`src/design/bcm_pkg.sv`:
```
`timescale 1ns / 1ps
`default_nettype none

package bcm_pkg;

    // Default sizes of the parameterized parts.
    localparam int ADC_BITS_DEF   = 12;
    localparam int COUNT_BITS_DEF = 16;

    // Fixed field widths.
    localparam int REF_W      = 22;
    localparam int GAIN_W     = 20;
    localparam int RG_W       = REF_W + GAIN_W;
    localparam int HALF_W     = RG_W / 2;
    localparam int FRAC_W     = 16;
    localparam int SUM_W      = 48;
    localparam int AVG_W      = 32;
    localparam int RPT_CNT_W  = 16;
    localparam int OUT_TDATA_W = ((AVG_W + RPT_CNT_W + 7) / 8) * 8;

    // Shared divider: four quotient bits per cycle over a 48-bit dividend.
    localparam int DVD_W     = 48;
    localparam int DIV_RADIX = 4;
    localparam int DIV_ITERS = DVD_W / DIV_RADIX;
    localparam int ITER_W    = $clog2(DIV_ITERS);

    // Configuration port.
    localparam int CFG_ADDR_W = 4;
    localparam int CFG_DATA_W = 32;

    localparam logic [1:0] REG_REF_UV     = 2'd0;
    localparam logic [1:0] REG_GAIN_ONE   = 2'd1;
    localparam logic [1:0] REG_GAIN_TWO   = 2'd2;
    localparam logic [1:0] REG_GAIN_THREE = 2'd3;

    localparam logic [REF_W-1:0]  RST_REF_UV     = REF_W'(1200000);
    localparam logic [GAIN_W-1:0] RST_GAIN_ONE   = GAIN_W'(387318);
    localparam logic [GAIN_W-1:0] RST_GAIN_TWO   = GAIN_W'(404921);
    localparam logic [GAIN_W-1:0] RST_GAIN_THREE = GAIN_W'(405438);

    typedef struct packed {
        logic [REF_W-1:0]  ref_uv;
        logic [GAIN_W-1:0] gain_one;
        logic [GAIN_W-1:0] gain_two;
        logic [GAIN_W-1:0] gain_three;
    } t_cfg;

    // Datapath operations carried by a control word.
    typedef enum logic [3:0] {
        OP_NOP,
        OP_MUL_RG,
        OP_MUL_LO,
        OP_MUL_HI,
        OP_ADD_HI,
        OP_DIV_LD_TAP,
        OP_DIV_LD_AVG,
        OP_DIV_STEP,
        OP_STORE,
        OP_ACCUM,
        OP_OUT_MIN,
        OP_OUT_EMPTY
    } t_op;

    // Jump conditions of a control word.
    typedef enum logic [2:0] {
        C_NEVER,
        C_ALWAYS,
        C_NO_IN,
        C_REPORT,
        C_SKIP,
        C_ITER_NZ,
        C_EMPTY,
        C_OUT_BUSY
    } t_cond;

    typedef logic [1:0] t_sel;
    localparam t_sel SEL_ONE   = 2'd0;
    localparam t_sel SEL_TWO   = 2'd1;
    localparam t_sel SEL_THREE = 2'd2;

    localparam int PC_W = 6;
    typedef logic [PC_W-1:0] t_pc;

    typedef struct packed {
        t_op   op;
        t_sel  sel;
        t_cond cond;
        t_pc   target;
    } t_uword;

    typedef struct packed {
        t_op  op;
        t_sel sel;
    } t_dp_ctrl;

    typedef struct packed {
        logic report;
        logic skip;
        logic iter_nz;
        logic empty;
        logic out_busy;
    } t_dp_status;

    // Program layout.
    localparam t_pc PC_IDLE       = 6'd0;
    localparam t_pc PC_DISPATCH   = 6'd1;
    localparam t_pc PC_CHECK      = 6'd2;
    localparam t_pc PC_TAP1       = 6'd3;
    localparam t_pc PC_TAP2       = 6'd10;
    localparam t_pc PC_TAP3       = 6'd17;
    localparam t_pc PC_ACCUM      = 6'd24;
    localparam t_pc PC_REPORT     = 6'd25;
    localparam t_pc PC_AVG1       = 6'd26;
    localparam t_pc PC_AVG2       = 6'd29;
    localparam t_pc PC_AVG3       = 6'd32;
    localparam t_pc PC_WAIT_MIN   = 6'd35;
    localparam t_pc PC_OUT_MIN    = 6'd36;
    localparam t_pc PC_WAIT_EMPTY = 6'd37;
    localparam t_pc PC_OUT_EMPTY  = 6'd38;

    // Offsets inside one tap conversion block.
    localparam logic [2:0] TAP_MUL_RG   = 3'd0;
    localparam logic [2:0] TAP_MUL_LO   = 3'd1;
    localparam logic [2:0] TAP_MUL_HI   = 3'd2;
    localparam logic [2:0] TAP_ADD_HI   = 3'd3;
    localparam logic [2:0] TAP_DIV_LD   = 3'd4;
    localparam logic [2:0] TAP_DIV_STEP = 3'd5;
    localparam logic [2:0] TAP_STORE    = 3'd6;

    // Offsets inside one average block.
    localparam logic [1:0] AVG_DIV_LD   = 2'd0;
    localparam logic [1:0] AVG_DIV_STEP = 2'd1;
    localparam logic [1:0] AVG_STORE    = 2'd2;

    // Control store. Taps and averages repeat one block per cell.
    function automatic t_uword f_ucode(input t_pc pc);
        t_uword     w;
        t_sel       sel;
        t_pc        base;
        logic [2:0] tofs;
        logic [1:0] aofs;
        w    = '{OP_NOP, SEL_ONE, C_ALWAYS, PC_IDLE};
        sel  = SEL_ONE;
        base = PC_TAP1;
        tofs = 3'd0;
        aofs = 2'd0;
        if (pc >= PC_TAP1 && pc < PC_ACCUM) begin
            if (pc >= PC_TAP3) begin
                sel  = SEL_THREE;
                base = PC_TAP3;
            end else if (pc >= PC_TAP2) begin
                sel  = SEL_TWO;
                base = PC_TAP2;
            end
            tofs     = 3'(pc - base);
            w.sel    = sel;
            w.cond   = C_NEVER;
            w.target = pc;
            case (tofs)
                TAP_MUL_RG:   w.op = OP_MUL_RG;
                TAP_MUL_LO:   w.op = OP_MUL_LO;
                TAP_MUL_HI:   w.op = OP_MUL_HI;
                TAP_ADD_HI:   w.op = OP_ADD_HI;
                TAP_DIV_LD:   w.op = OP_DIV_LD_TAP;
                TAP_DIV_STEP: begin
                    w.op   = OP_DIV_STEP;
                    w.cond = C_ITER_NZ;
                end
                TAP_STORE:    w.op = OP_STORE;
                default:      w.op = OP_NOP;
            endcase
        end else if (pc >= PC_AVG1 && pc < PC_WAIT_MIN) begin
            base = PC_AVG1;
            if (pc >= PC_AVG3) begin
                sel  = SEL_THREE;
                base = PC_AVG3;
            end else if (pc >= PC_AVG2) begin
                sel  = SEL_TWO;
                base = PC_AVG2;
            end
            aofs     = 2'(pc - base);
            w.sel    = sel;
            w.cond   = C_NEVER;
            w.target = pc;
            case (aofs)
                AVG_DIV_LD:   w.op = OP_DIV_LD_AVG;
                AVG_DIV_STEP: begin
                    w.op   = OP_DIV_STEP;
                    w.cond = C_ITER_NZ;
                end
                AVG_STORE:    w.op = OP_STORE;
                default:      w.op = OP_NOP;
            endcase
        end else begin
            case (pc)
                PC_IDLE:       w = '{OP_NOP, SEL_ONE, C_NO_IN, PC_IDLE};
                PC_DISPATCH:   w = '{OP_NOP, SEL_ONE, C_REPORT, PC_REPORT};
                PC_CHECK:      w = '{OP_NOP, SEL_ONE, C_SKIP, PC_IDLE};
                PC_ACCUM:      w = '{OP_ACCUM, SEL_ONE, C_ALWAYS, PC_IDLE};
                PC_REPORT:     w = '{OP_NOP, SEL_ONE, C_EMPTY, PC_WAIT_EMPTY};
                PC_WAIT_MIN:   w = '{OP_NOP, SEL_ONE, C_OUT_BUSY, PC_WAIT_MIN};
                PC_OUT_MIN:    w = '{OP_OUT_MIN, SEL_ONE, C_ALWAYS, PC_IDLE};
                PC_WAIT_EMPTY: w = '{OP_NOP, SEL_ONE, C_OUT_BUSY, PC_WAIT_EMPTY};
                PC_OUT_EMPTY:  w = '{OP_OUT_EMPTY, SEL_ONE, C_ALWAYS, PC_IDLE};
                default:       w = '{OP_NOP, SEL_ONE, C_ALWAYS, PC_IDLE};
            endcase
        end
        return w;
    endfunction

endpackage

`default_nettype wire

```
`src/design/battery_cell_min_average_monitor.sv`:
```
`timescale 1ns / 1ps
// A sample set runs the check, three tap conversions and accumulate before the next is taken.
// A sample set with a zero reference code or a full count is dropped at the check step.
// An end-of-period transaction runs the three averages (skipped if empty), then loads its result.
// Throughput is set by the shared multiplier and the divider loop run by the program.
// Synchronous active-low reset restores register defaults and clears sums and count at once.
`default_nettype none

module battery_cell_min_average_monitor #(
    parameter int ADC_BITS   = bcm_pkg::ADC_BITS_DEF,
    parameter int COUNT_BITS = bcm_pkg::COUNT_BITS_DEF
) (
    input  logic                                  i_clk,
    input  logic                                  i_rst_n,

    // Configuration port.
    input  logic                                  psel,
    input  logic                                  penable,
    input  logic                                  pwrite,
    input  logic [bcm_pkg::CFG_ADDR_W-1:0]        paddr,
    input  logic [bcm_pkg::CFG_DATA_W-1:0]        pwdata,
    output logic [bcm_pkg::CFG_DATA_W-1:0]        prdata,
    output logic                                  pready,

    // Sample stream.
    input  logic                                  s_axis_tvalid,
    output logic                                  s_axis_tready,
    // reference_sample, tap_one_sample, tap_two_sample, tap_three_sample
    input  logic [((4*ADC_BITS+7)/8)*8-1:0]       s_axis_tdata,
    // action
    input  logic                                  s_axis_tuser,

    // Report stream.
    output logic                                  m_axis_tvalid,
    input  logic                                  m_axis_tready,
    // min_cell_average, reads_in_period
    output logic [bcm_pkg::OUT_TDATA_W-1:0]       m_axis_tdata,
    // period_empty
    output logic                                  m_axis_tuser
);
    import bcm_pkg::*;

    t_cfg                 r_cfg;
    t_dp_ctrl             w_ctrl;
    t_dp_status           w_status;
    logic                 w_ready;
    logic                 w_accept;
    logic                 w_cfg_wr;
    logic [AVG_W-1:0]     w_min_avg;
    logic [RPT_CNT_W-1:0] w_reads;

    // Register writes land on the access phase; pready is tied high so every
    // access completes without wait states. Addresses are word aligned, four bytes apart.
    assign pready   = 1'b1;
    assign w_cfg_wr = psel && penable && pwrite && pready;

    always_ff @(posedge i_clk) begin
        if (!i_rst_n) begin
            r_cfg.ref_uv     <= RST_REF_UV;
            r_cfg.gain_one   <= RST_GAIN_ONE;
            r_cfg.gain_two   <= RST_GAIN_TWO;
            r_cfg.gain_three <= RST_GAIN_THREE;
        end else if (w_cfg_wr) begin
            case (paddr[3:2])
                REG_REF_UV:     r_cfg.ref_uv     <= pwdata[REF_W-1:0];
                REG_GAIN_ONE:   r_cfg.gain_one   <= pwdata[GAIN_W-1:0];
                REG_GAIN_TWO:   r_cfg.gain_two   <= pwdata[GAIN_W-1:0];
                REG_GAIN_THREE: r_cfg.gain_three <= pwdata[GAIN_W-1:0];
                default: ;
            endcase
        end
    end

    // Reads return the register value, zero-extended to the bus.
    always_comb begin
        case (paddr[3:2])
            REG_REF_UV:     prdata = CFG_DATA_W'(r_cfg.ref_uv);
            REG_GAIN_ONE:   prdata = CFG_DATA_W'(r_cfg.gain_one);
            REG_GAIN_TWO:   prdata = CFG_DATA_W'(r_cfg.gain_two);
            REG_GAIN_THREE: prdata = CFG_DATA_W'(r_cfg.gain_three);
            default:        prdata = '0;
        endcase
    end

    // The input is taken only while the program sits in its idle step. The
    // result is held in its own output register, so a new transaction can be
    // accepted while an earlier report still waits for the sink.
    assign s_axis_tready = w_ready;
    assign w_accept      = s_axis_tvalid && w_ready;

    // The sequencer steps through the control store; each word names one
    // datapath operation, the cell it applies to, and a conditional jump.
    bcm_seq u_seq (
        .i_clk      (i_clk),
        .i_rst_n    (i_rst_n),
        .i_in_valid (s_axis_tvalid),
        .i_status   (w_status),
        .o_ready    (w_ready),
        .o_ctrl     (w_ctrl)
    );

    // The datapath holds the shared multiplier, the divider, the tap and
    // average registers, the running sums and the output register.
    bcm_dp #(
        .ADC_BITS   (ADC_BITS),
        .COUNT_BITS (COUNT_BITS)
    ) u_dp (
        .i_clk       (i_clk),
        .i_rst_n     (i_rst_n),
        .i_cfg       (r_cfg),
        .i_accept    (w_accept),
        .i_action    (s_axis_tuser),
        .i_ref_code  (s_axis_tdata[ADC_BITS-1:0]),
        .i_tap_one   (s_axis_tdata[2*ADC_BITS-1:ADC_BITS]),
        .i_tap_two   (s_axis_tdata[3*ADC_BITS-1:2*ADC_BITS]),
        .i_tap_three (s_axis_tdata[4*ADC_BITS-1:3*ADC_BITS]),
        .i_ctrl      (w_ctrl),
        .o_status    (w_status),
        .i_out_ready (m_axis_tready),
        .o_out_valid (m_axis_tvalid),
        .o_min_avg   (w_min_avg),
        .o_empty     (m_axis_tuser),
        .o_reads     (w_reads)
    );

    assign m_axis_tdata = OUT_TDATA_W'({w_reads, w_min_avg});

endmodule

`default_nettype wire

```
`src/design/bcm_seq.sv`:
```
`timescale 1ns / 1ps
`default_nettype none

module bcm_seq (
    input  logic                  i_clk,
    input  logic                  i_rst_n,
    input  logic                  i_in_valid,
    input  bcm_pkg::t_dp_status   i_status,
    output logic                  o_ready,
    output bcm_pkg::t_dp_ctrl     o_ctrl
);
    import bcm_pkg::*;

    t_pc    r_pc;
    t_pc    n_pc;
    t_uword w_word;
    logic   w_jump;

    assign w_word = f_ucode(r_pc);

    // Next step: jump on a true condition, else fall through.
    always_comb begin
        case (w_word.cond)
            C_NEVER:    w_jump = 1'b0;
            C_ALWAYS:   w_jump = 1'b1;
            C_NO_IN:    w_jump = !i_in_valid;
            C_REPORT:   w_jump = i_status.report;
            C_SKIP:     w_jump = i_status.skip;
            C_ITER_NZ:  w_jump = i_status.iter_nz;
            C_EMPTY:    w_jump = i_status.empty;
            C_OUT_BUSY: w_jump = i_status.out_busy;
            default:    w_jump = 1'b0;
        endcase
        n_pc = w_jump ? w_word.target : r_pc + 1'b1;
    end

    // Outputs of the current control word.
    always_comb begin
        o_ready    = (r_pc == PC_IDLE);
        o_ctrl.op  = w_word.op;
        o_ctrl.sel = w_word.sel;
    end

    always_ff @(posedge i_clk) begin
        if (!i_rst_n) begin
            r_pc <= PC_IDLE;
        end else begin
            r_pc <= n_pc;
        end
    end

    assert property (@(posedge i_clk) disable iff (!i_rst_n)
        (o_ready && i_in_valid) |=> (r_pc == PC_DISPATCH))
        else $error("sequencer did not dispatch after a transaction");

    assert property (@(posedge i_clk) disable iff (!i_rst_n)
        (o_ctrl.op == OP_DIV_STEP && i_status.iter_nz) |=> (r_pc == $past(r_pc)))
        else $error("divider loop left early");

    assert property (@(posedge i_clk) disable iff (!i_rst_n)
        (w_word.cond == C_OUT_BUSY && !i_status.out_busy)
            |=> (o_ctrl.op == OP_OUT_MIN || o_ctrl.op == OP_OUT_EMPTY))
        else $error("output wait not followed by an output load");

endmodule

`default_nettype wire

```
`src/design/bcm_dp.sv`:
```
`timescale 1ns / 1ps
`default_nettype none

module bcm_dp #(
    parameter int ADC_BITS   = bcm_pkg::ADC_BITS_DEF,
    parameter int COUNT_BITS = bcm_pkg::COUNT_BITS_DEF
) (
    input  logic                                  i_clk,
    input  logic                                  i_rst_n,
    input  bcm_pkg::t_cfg                         i_cfg,
    input  logic                                  i_accept,
    input  logic                                  i_action,
    input  logic [ADC_BITS-1:0]                   i_ref_code,
    input  logic [ADC_BITS-1:0]                   i_tap_one,
    input  logic [ADC_BITS-1:0]                   i_tap_two,
    input  logic [ADC_BITS-1:0]                   i_tap_three,
    input  bcm_pkg::t_dp_ctrl                     i_ctrl,
    output bcm_pkg::t_dp_status                   o_status,
    input  logic                                  i_out_ready,
    output logic                                  o_out_valid,
    output logic [bcm_pkg::AVG_W-1:0]             o_min_avg,
    output logic                                  o_empty,
    output logic [bcm_pkg::RPT_CNT_W-1:0]         o_reads
);
    import bcm_pkg::*;

    localparam int DVS_W  = (ADC_BITS > COUNT_BITS) ? ADC_BITS : COUNT_BITS;
    localparam int NUM_W  = RG_W + ADC_BITS;
    localparam int CNTX_W = (COUNT_BITS > RPT_CNT_W) ? COUNT_BITS : RPT_CNT_W;

    // Latched sample set.
    logic                 r_action;
    logic [ADC_BITS-1:0]  r_ref_code;
    logic [ADC_BITS-1:0]  r_code [3];

    // Multiplier path.
    logic [REF_W-1:0]     w_mul_a;
    logic [GAIN_W-1:0]    w_mul_b;
    logic [RG_W-1:0]      w_mul_p;
    logic [GAIN_W-1:0]    w_gain;
    logic [ADC_BITS-1:0]  w_code;
    logic [RG_W-1:0]      r_rg;
    logic [RG_W-1:0]      r_mul;
    logic [NUM_W-1:0]     r_num;

    // Divider.
    logic [DVD_W-1:0]     r_quo;
    logic [DVS_W-1:0]     r_rem;
    logic [DVS_W-1:0]     r_dvs;
    logic [ITER_W-1:0]    r_iter;
    logic                 r_neg;
    logic [DVD_W-1:0]     w_quo;
    logic [DVS_W-1:0]     w_rem;
    logic [DVS_W:0]       w_trial;

    // Tap voltages, later the per-cell averages.
    logic signed [SUM_W-1:0] r_val [3];

    // Running state.
    logic signed [SUM_W-1:0] r_sum [3];
    logic [COUNT_BITS-1:0]   r_count;
    logic signed [SUM_W-1:0] w_sum_sel;
    logic signed [SUM_W:0]   w_cell [3];
    logic signed [SUM_W+1:0] w_wide [3];
    logic signed [SUM_W-1:0] w_sat  [3];

    // Report.
    logic signed [SUM_W-1:0] w_min;
    logic [AVG_W-1:0]        w_min_sat;
    logic [CNTX_W-1:0]       w_cnt_x;
    logic [RPT_CNT_W-1:0]    w_rpt;
    logic                    r_out_valid;
    logic [AVG_W-1:0]        r_out_avg;
    logic                    r_out_empty;
    logic [RPT_CNT_W-1:0]    r_out_cnt;

    always_comb begin
        case (i_ctrl.sel)
            SEL_ONE: begin
                w_gain = i_cfg.gain_one;
                w_code = r_code[0];
            end
            SEL_TWO: begin
                w_gain = i_cfg.gain_two;
                w_code = r_code[1];
            end
            default: begin
                w_gain = i_cfg.gain_three;
                w_code = r_code[2];
            end
        endcase
    end

    // The triple product (RG_W + ADC_BITS bits) is built as (R*G) split in halves times the code.
    always_comb begin
        case (i_ctrl.op)
            OP_MUL_RG: begin
                w_mul_a = i_cfg.ref_uv;
                w_mul_b = w_gain;
            end
            OP_MUL_LO: begin
                w_mul_a = REF_W'(r_rg[HALF_W-1:0]);
                w_mul_b = GAIN_W'(w_code);
            end
            OP_MUL_HI: begin
                w_mul_a = REF_W'(r_rg[RG_W-1:HALF_W]);
                w_mul_b = GAIN_W'(w_code);
            end
            default: begin
                w_mul_a = '0;
                w_mul_b = '0;
            end
        endcase
        w_mul_p = w_mul_a * w_mul_b;
    end

    // Restoring division, DIV_RADIX quotient bits per cycle.
    always_comb begin
        w_rem   = r_rem;
        w_quo   = r_quo;
        w_trial = '0;
        for (int i = 0; i < DIV_RADIX; i++) begin
            w_trial = {w_rem, w_quo[DVD_W-1]};
            w_quo   = {w_quo[DVD_W-2:0], 1'b0};
            if (w_trial >= {1'b0, r_dvs}) begin
                w_trial  = w_trial - {1'b0, r_dvs};
                w_quo[0] = 1'b1;
            end
            w_rem = w_trial[DVS_W-1:0];
        end
    end

    always_comb begin
        case (i_ctrl.sel)
            SEL_ONE: w_sum_sel = r_sum[0];
            SEL_TWO: w_sum_sel = r_sum[1];
            default: w_sum_sel = r_sum[2];
        endcase
    end

    // Cell voltages and saturating accumulation, one lane per cell.
    always_comb begin
        w_cell[0] = {r_val[0][SUM_W-1], r_val[0]};
        w_cell[1] = {r_val[1][SUM_W-1], r_val[1]} - {r_val[0][SUM_W-1], r_val[0]};
        w_cell[2] = {r_val[2][SUM_W-1], r_val[2]} - {r_val[1][SUM_W-1], r_val[1]};
        for (int k = 0; k < 3; k++) begin
            w_wide[k] = {{2{r_sum[k][SUM_W-1]}}, r_sum[k]} + {w_cell[k][SUM_W], w_cell[k]};
            if (w_wide[k][SUM_W+1:SUM_W-1] == 3'b000 || w_wide[k][SUM_W+1:SUM_W-1] == 3'b111) begin
                w_sat[k] = w_wide[k][SUM_W-1:0];
            end else if (w_wide[k][SUM_W+1]) begin
                w_sat[k] = {1'b1, {(SUM_W-1){1'b0}}};
            end else begin
                w_sat[k] = {1'b0, {(SUM_W-1){1'b1}}};
            end
        end
    end

    // Smallest average, saturated to 32 bits, and the clamped count.
    always_comb begin
        if (r_val[0] < r_val[1]) begin
            w_min = (r_val[0] < r_val[2]) ? r_val[0] : r_val[2];
        end else begin
            w_min = (r_val[1] < r_val[2]) ? r_val[1] : r_val[2];
        end
        if (w_min[SUM_W-1:AVG_W-1] == '0 || w_min[SUM_W-1:AVG_W-1] == '1) begin
            w_min_sat = w_min[AVG_W-1:0];
        end else if (w_min[SUM_W-1]) begin
            w_min_sat = {1'b1, {(AVG_W-1){1'b0}}};
        end else begin
            w_min_sat = {1'b0, {(AVG_W-1){1'b1}}};
        end
        w_cnt_x = CNTX_W'(r_count);
        if (w_cnt_x > CNTX_W'({RPT_CNT_W{1'b1}})) begin
            w_rpt = '1;
        end else begin
            w_rpt = w_cnt_x[RPT_CNT_W-1:0];
        end
    end

    // Working registers.
    always_ff @(posedge i_clk) begin
        if (i_accept) begin
            r_action   <= i_action;
            r_ref_code <= i_ref_code;
            r_code[0]  <= i_tap_one;
            r_code[1]  <= i_tap_two;
            r_code[2]  <= i_tap_three;
        end
        case (i_ctrl.op)
            OP_MUL_RG: r_rg <= w_mul_p;
            OP_MUL_LO: r_num <= NUM_W'(w_mul_p);
            OP_MUL_HI: r_mul <= w_mul_p;
            OP_ADD_HI: r_num <= r_num + (NUM_W'(r_mul) << HALF_W);
            OP_DIV_LD_TAP: begin
                r_quo  <= DVD_W'(r_num[NUM_W-1:FRAC_W]);
                r_rem  <= '0;
                r_dvs  <= DVS_W'(r_ref_code);
                r_iter <= ITER_W'(DIV_ITERS - 1);
                r_neg  <= 1'b0;
            end
            OP_DIV_LD_AVG: begin
                r_quo  <= w_sum_sel[SUM_W-1] ? DVD_W'(-w_sum_sel) : DVD_W'(w_sum_sel);
                r_rem  <= '0;
                r_dvs  <= DVS_W'(r_count);
                r_iter <= ITER_W'(DIV_ITERS - 1);
                r_neg  <= w_sum_sel[SUM_W-1];
            end
            OP_DIV_STEP: begin
                r_quo  <= w_quo;
                r_rem  <= w_rem;
                r_iter <= r_iter - 1'b1;
            end
            OP_STORE: begin
                r_val[i_ctrl.sel] <= r_neg ? -$signed(SUM_W'(r_quo)) : $signed(SUM_W'(r_quo));
            end
            OP_OUT_MIN: begin
                r_out_avg   <= w_min_sat;
                r_out_empty <= 1'b0;
                r_out_cnt   <= w_rpt;
            end
            OP_OUT_EMPTY: begin
                r_out_avg   <= '0;
                r_out_empty <= 1'b1;
                r_out_cnt   <= '0;
            end
            default: ;
        endcase
    end

    // Sums, count and output valid.
    always_ff @(posedge i_clk) begin
        if (!i_rst_n) begin
            r_sum[0]    <= '0;
            r_sum[1]    <= '0;
            r_sum[2]    <= '0;
            r_count     <= '0;
            r_out_valid <= 1'b0;
        end else begin
            if (i_ctrl.op == OP_ACCUM) begin
                r_sum[0] <= w_sat[0];
                r_sum[1] <= w_sat[1];
                r_sum[2] <= w_sat[2];
                r_count  <= r_count + 1'b1;
            end else if (i_ctrl.op == OP_OUT_MIN || i_ctrl.op == OP_OUT_EMPTY) begin
                r_sum[0] <= '0;
                r_sum[1] <= '0;
                r_sum[2] <= '0;
                r_count  <= '0;
            end
            if (i_ctrl.op == OP_OUT_MIN || i_ctrl.op == OP_OUT_EMPTY) begin
                r_out_valid <= 1'b1;
            end else if (i_out_ready) begin
                r_out_valid <= 1'b0;
            end
        end
    end

    always_comb begin
        o_status.report   = r_action;
        o_status.skip     = (r_ref_code == '0) || (&r_count);
        o_status.iter_nz  = (r_iter != '0);
        o_status.empty    = (r_count == '0);
        o_status.out_busy = r_out_valid && !i_out_ready;
    end

    assign o_out_valid = r_out_valid;
    assign o_min_avg   = r_out_avg;
    assign o_empty     = r_out_empty;
    assign o_reads     = r_out_cnt;

    assert property (@(posedge i_clk) disable iff (!i_rst_n)
        (i_ctrl.op == OP_OUT_MIN || i_ctrl.op == OP_OUT_EMPTY) |-> !r_out_valid)
        else $error("output register overwritten while holding a result");

    assert property (@(posedge i_clk) disable iff (!i_rst_n)
        (i_ctrl.op == OP_ACCUM) |-> !(&r_count))
        else $error("sample set counted while the count is full");

    assert property (@(posedge i_clk) disable iff (!i_rst_n)
        (i_ctrl.op == OP_DIV_LD_AVG) |-> (r_count != '0))
        else $error("average started with an empty period");

    assert property (@(posedge i_clk) disable iff (!i_rst_n)
        (i_ctrl.op == OP_OUT_MIN || i_ctrl.op == OP_OUT_EMPTY)
            |=> (r_count == '0 && r_out_valid))
        else $error("period not cleared after a report");

endmodule

`default_nettype wire

```
`config.mk`:
```
export PLATFORM = sky130hd
export DESIGN_NAME = battery_cell_min_average_monitor
export DESIGN_NICKNAME = d
export VERILOG_FILES = /design/src/design/bcm_pkg.sv /design/src/design/battery_cell_min_average_monitor.sv /design/src/design/bcm_seq.sv /design/src/design/bcm_dp.sv
export SDC_FILE = /design/constraint.sdc
export NUM_CORES = 2
export LEC_CHECK = 0
export ABC_AREA = 1
export BUFFER_PORTS_ARGS = -buffer_cell sky130_fd_sc_hd__buf_2
export CELL_PAD_IN_SITES_DETAIL_PLACEMENT = 0
export CELL_PAD_IN_SITES_GLOBAL_PLACEMENT = 1
export CORE_AREA = 2 2 396 398
export DETAILED_ROUTE_END_ITERATION = 10
export DIE_AREA = 0 0 398 400
export PLACE_DENSITY = 0.77
export RECOVER_POWER = 100
export SLEW_MARGIN = 20
export SYNTH_ARGS = -nofsm -noshare
export SYNTH_HDL_FRONTEND = slang
export SYNTH_SLANG_ARGS = --single-unit
```
`constraint.sdc`:
```
create_clock -name i_clk -period 9.9 [get_ports i_clk]
set_clock_uncertainty 0.15 [all_clocks]
set_input_delay 0 -clock i_clk [delete_from_list [all_inputs] [get_ports i_clk]]
set_output_delay 0 -clock i_clk [all_outputs]
set_load 0.02 [all_outputs]
```
==> out/results.tsv <==
metric	value	unit
status	complete, but fails checks	
violations	max-capacitance violations, max-slew violations	
critPathLaunchType	flop	
seq_area_frac_synth	29.0	%
drive_gt1_share	8.12	%
io_pins	176	
min_from	pwdata[4]	
io_buffers	152	
start_util	43.7	%
dp_cells	10848	
fin_total_pwr	27.4	mW
synth.distinct_cells	70	
std_cell_rows	145	
critical-path-slowest-cell	fa_1	
hold_path_class	input port to flop	
grt_use_total	31.6	%
mostFrequentLayoutCells	2026 x nand2_1, 1589 x inv_1, 592 x nor2_1	
final_common_cell	nand2_1	
die_w	398	um
wire_per_inst	22.8	um
synth_edf_count	584	
overflow	0	
yosys_warnings	0	
syn2layout_area_growth	14.5	%
ys.flop_type	edfxtp_1	
hpwl	203000	um
met2_length	118000	um
antenna_found_initial	4	
insertion_delay	0.73	ns
critPathMaxFanout	6	
dp_slack	-0.0954	ns
p_leak	37.9	nW
irDropWorstVdd	422	uV
place_congestion	1.00	
cp-end-kind	flop	
grt_pass1_wl	379000	um
vias	61717	
drc	0	
grt_max_degree	78	
required	10.33	ns
critPathArrivalTime	9.96	ns
syn_area	0.0678	mm2
fp.coreArea	0.155	mm2
numCtsBuffers	87	
cp_slowest_stage_delay	0.54	ns
cp_num_buf_inv	15	
wl	255000	um
cpLargestDelayFamily	adder cells	
r2r-start	u_seq.r_pc[0]	
first_iter_violations	5313	
die_height	400	um
clock_path_buffers	3	
power_density	353	mW/mm2
rsz0062_at_grt	true	
cap_violations	1	
period_needed	9.53	ns
layout.cells.non_filler	11199	
syn_avg_cell_area	7.84	um2
tightest_slew	1.95	ns
dr.pass1.iters	6	
synthCells	8649	
viasPerCell	5.51	
drtAntennaViolNets	0	
setup_viol	0	
nNetsFinal	10169	
maxSlewViolCount	20	
async_flop_share	0	%
die_area	0.159	mm2
hold_viol	0	
cp-startpoint	u_seq.r_pc[0]	
period_share	96.3	%
timing.slew.headroom	-29.7	%
wl_met1	106000	um
worst_path_most_repeated_cell	inv_1	
dr_wl_met3	18000	um
synth-seq-cells	689	
htreeDepth	3	
cts_root_buf	clkbuf_16	
worstSetupPathType	flop to flop	
clock_sinks	689	
grt_pass1_vias	60594	
max_freq	105	MHz
clkTransAtPathRegs	0.06	ns
highest_layer	met5	
tritoncts	yes	
layout_setup_ws	0.369	ns
==> final timing paths <==
check             depth (start not counted)        endpoint  slack [ns]
setup / recovery                         48  u_dp.r_num[31]        0.37
hold / removal                            4       r_cfg[64]        0.04
setup reg to reg                         48  u_dp.r_num[31]        0.37
hold reg to reg                           2       r_cfg[26]        0.33
==> per-stage QoR <==
stage	utilization (%)	TNS [ns]	instance area, um2	hold slack, ns
CTS	49.4	-0.0212	76700	0.000251
global placement	46.5	0	72100	0.0280
floorplan	-	0	67800	-0.0511
detailed placement	46.5	-0.313	72100	0.0281
global route	50.0	-0.319	77600	0.0290
finish	50.0	0	77600	0.0426
==> cell usage after synthesis (8+ instances only) <==
master,n,share of area (%)
a21boi_0,34,0.38
a21o_1,19,0.21
a21oi_1,537,4.0
a221oi_1,9,0.12
a22oi_1,60,0.66
a31oi_1,81,0.75
buf_2,166,1.2
buf_4,22,0.24
buf_6,8,0.13
clkbuf_1,93,0.52
dfxtp_1,105,3.1
edfxtp_1,584,26
fa_1,459,14
ha_1,549,10
inv_1,1598,8.9
inv_2,12,0.066
nand2_1,2048,11
nand2_2,10,0.092
nand3_1,397,2.9
nand4_1,115,1.1
nor2_1,616,3.4
nor2_2,16,0.15
nor3_1,71,0.52
nor4_1,37,0.34
o2111ai_1,17,0.22
o211ai_1,32,0.35
o21a_1,35,0.39
o21ai_0,345,2.5
o21ai_1,51,0.38
o21ai_2,12,0.16
o21bai_1,25,0.28
o221ai_1,22,0.28
o22ai_1,44,0.41
o31ai_1,10,0.11
or2_1,8,0.074
xnor2_1,111,1.4
xor2_1,209,2.7
==> power by group <==
group	switching [mW]	internal, mW
Clock	1.47	2.02
Combinational	12.7	6.60
Sequential	0.514	4.11
Total	14.7	12.7
==> cells by family (layout without fill, tap and decap cells) <==
family	count (synthesis)	count (layout)	share of synthesized area, %
other	2	13	0.0111
AO/OA/AOI/OAI	1358	1358	11.6
AND/OR/NAND/NOR	3359	3359	20.5
XOR/XNOR	321	321	4.16
flip-flops	689	689	29.0
adder cells (fa/ha/maj)	1008	1008	23.7
buffers and inverters	1912	2393	11.1
==> cell type report <==
| class | count | area, um2 |
|---|---|---|
| antenna | 2 | 5.00 |
| multi-input combinational | 6057 | 41300 |
| fill | 15198 | 77500 |
| clock buffer | 100 | 2310 |
| inverter | 1616 | 6090 |
| tap | 2058 | 2570 |
| timing repair buffer | 618 | 4950 |
| clock inverter | 59 | 748 |
| sequential | 689 | 19600 |
==> metal layers <==
metal	track usage [%]	vias up
met2	51.9	2424
li1	-	28817
met4	13.8	4
met5	0	-
met1	41.3	29979
met3	4.79	493
==> flip-flops by register name, indices dropped and copies added, names as in the netlist <==
register          count
u_dp.r_sum          144
u_dp.r_count         16
u_dp.r_mul           33
u_dp.o_reads         16
u_dp.o_empty          1
u_dp.r_action         1
u_dp.r_iter           4
u_dp.r_rem           16
u_dp.r_ref_code      12
u_dp.r_neg            1
u_dp.r_val          144
u_dp.o_out_valid      1
u_dp.o_min_avg       32
r_cfg                82
u_dp.r_rg            42
u_dp.r_quo           48
u_dp.r_dvs           16
u_dp.r_num           38
u_dp.r_code          36
u_seq.r_pc            6
==> tightest hold or removal path, stage by stage <==
cell	delay (ns)
dlygate4sd3_1	0.54
buf_2	0.11
o21ai_0	0.07
a21oi_1	0.10
==> what timing repair did <==
| action | in CTS | in global routing |
|---|---|---|
| setup buffers | 3 | 30 |
| pin swaps | 2 | 51 |
| hold buffers | 152 | 0 |
| gates cloned | 0 | 5 |
| endpoints found under the hold margin | 153 | 0 |
| setup endpoints to repair | 11 | 84 |
| gates resized for setup | 3 | 169 |
No activity file was read; power rests on OpenSTA's default activity.
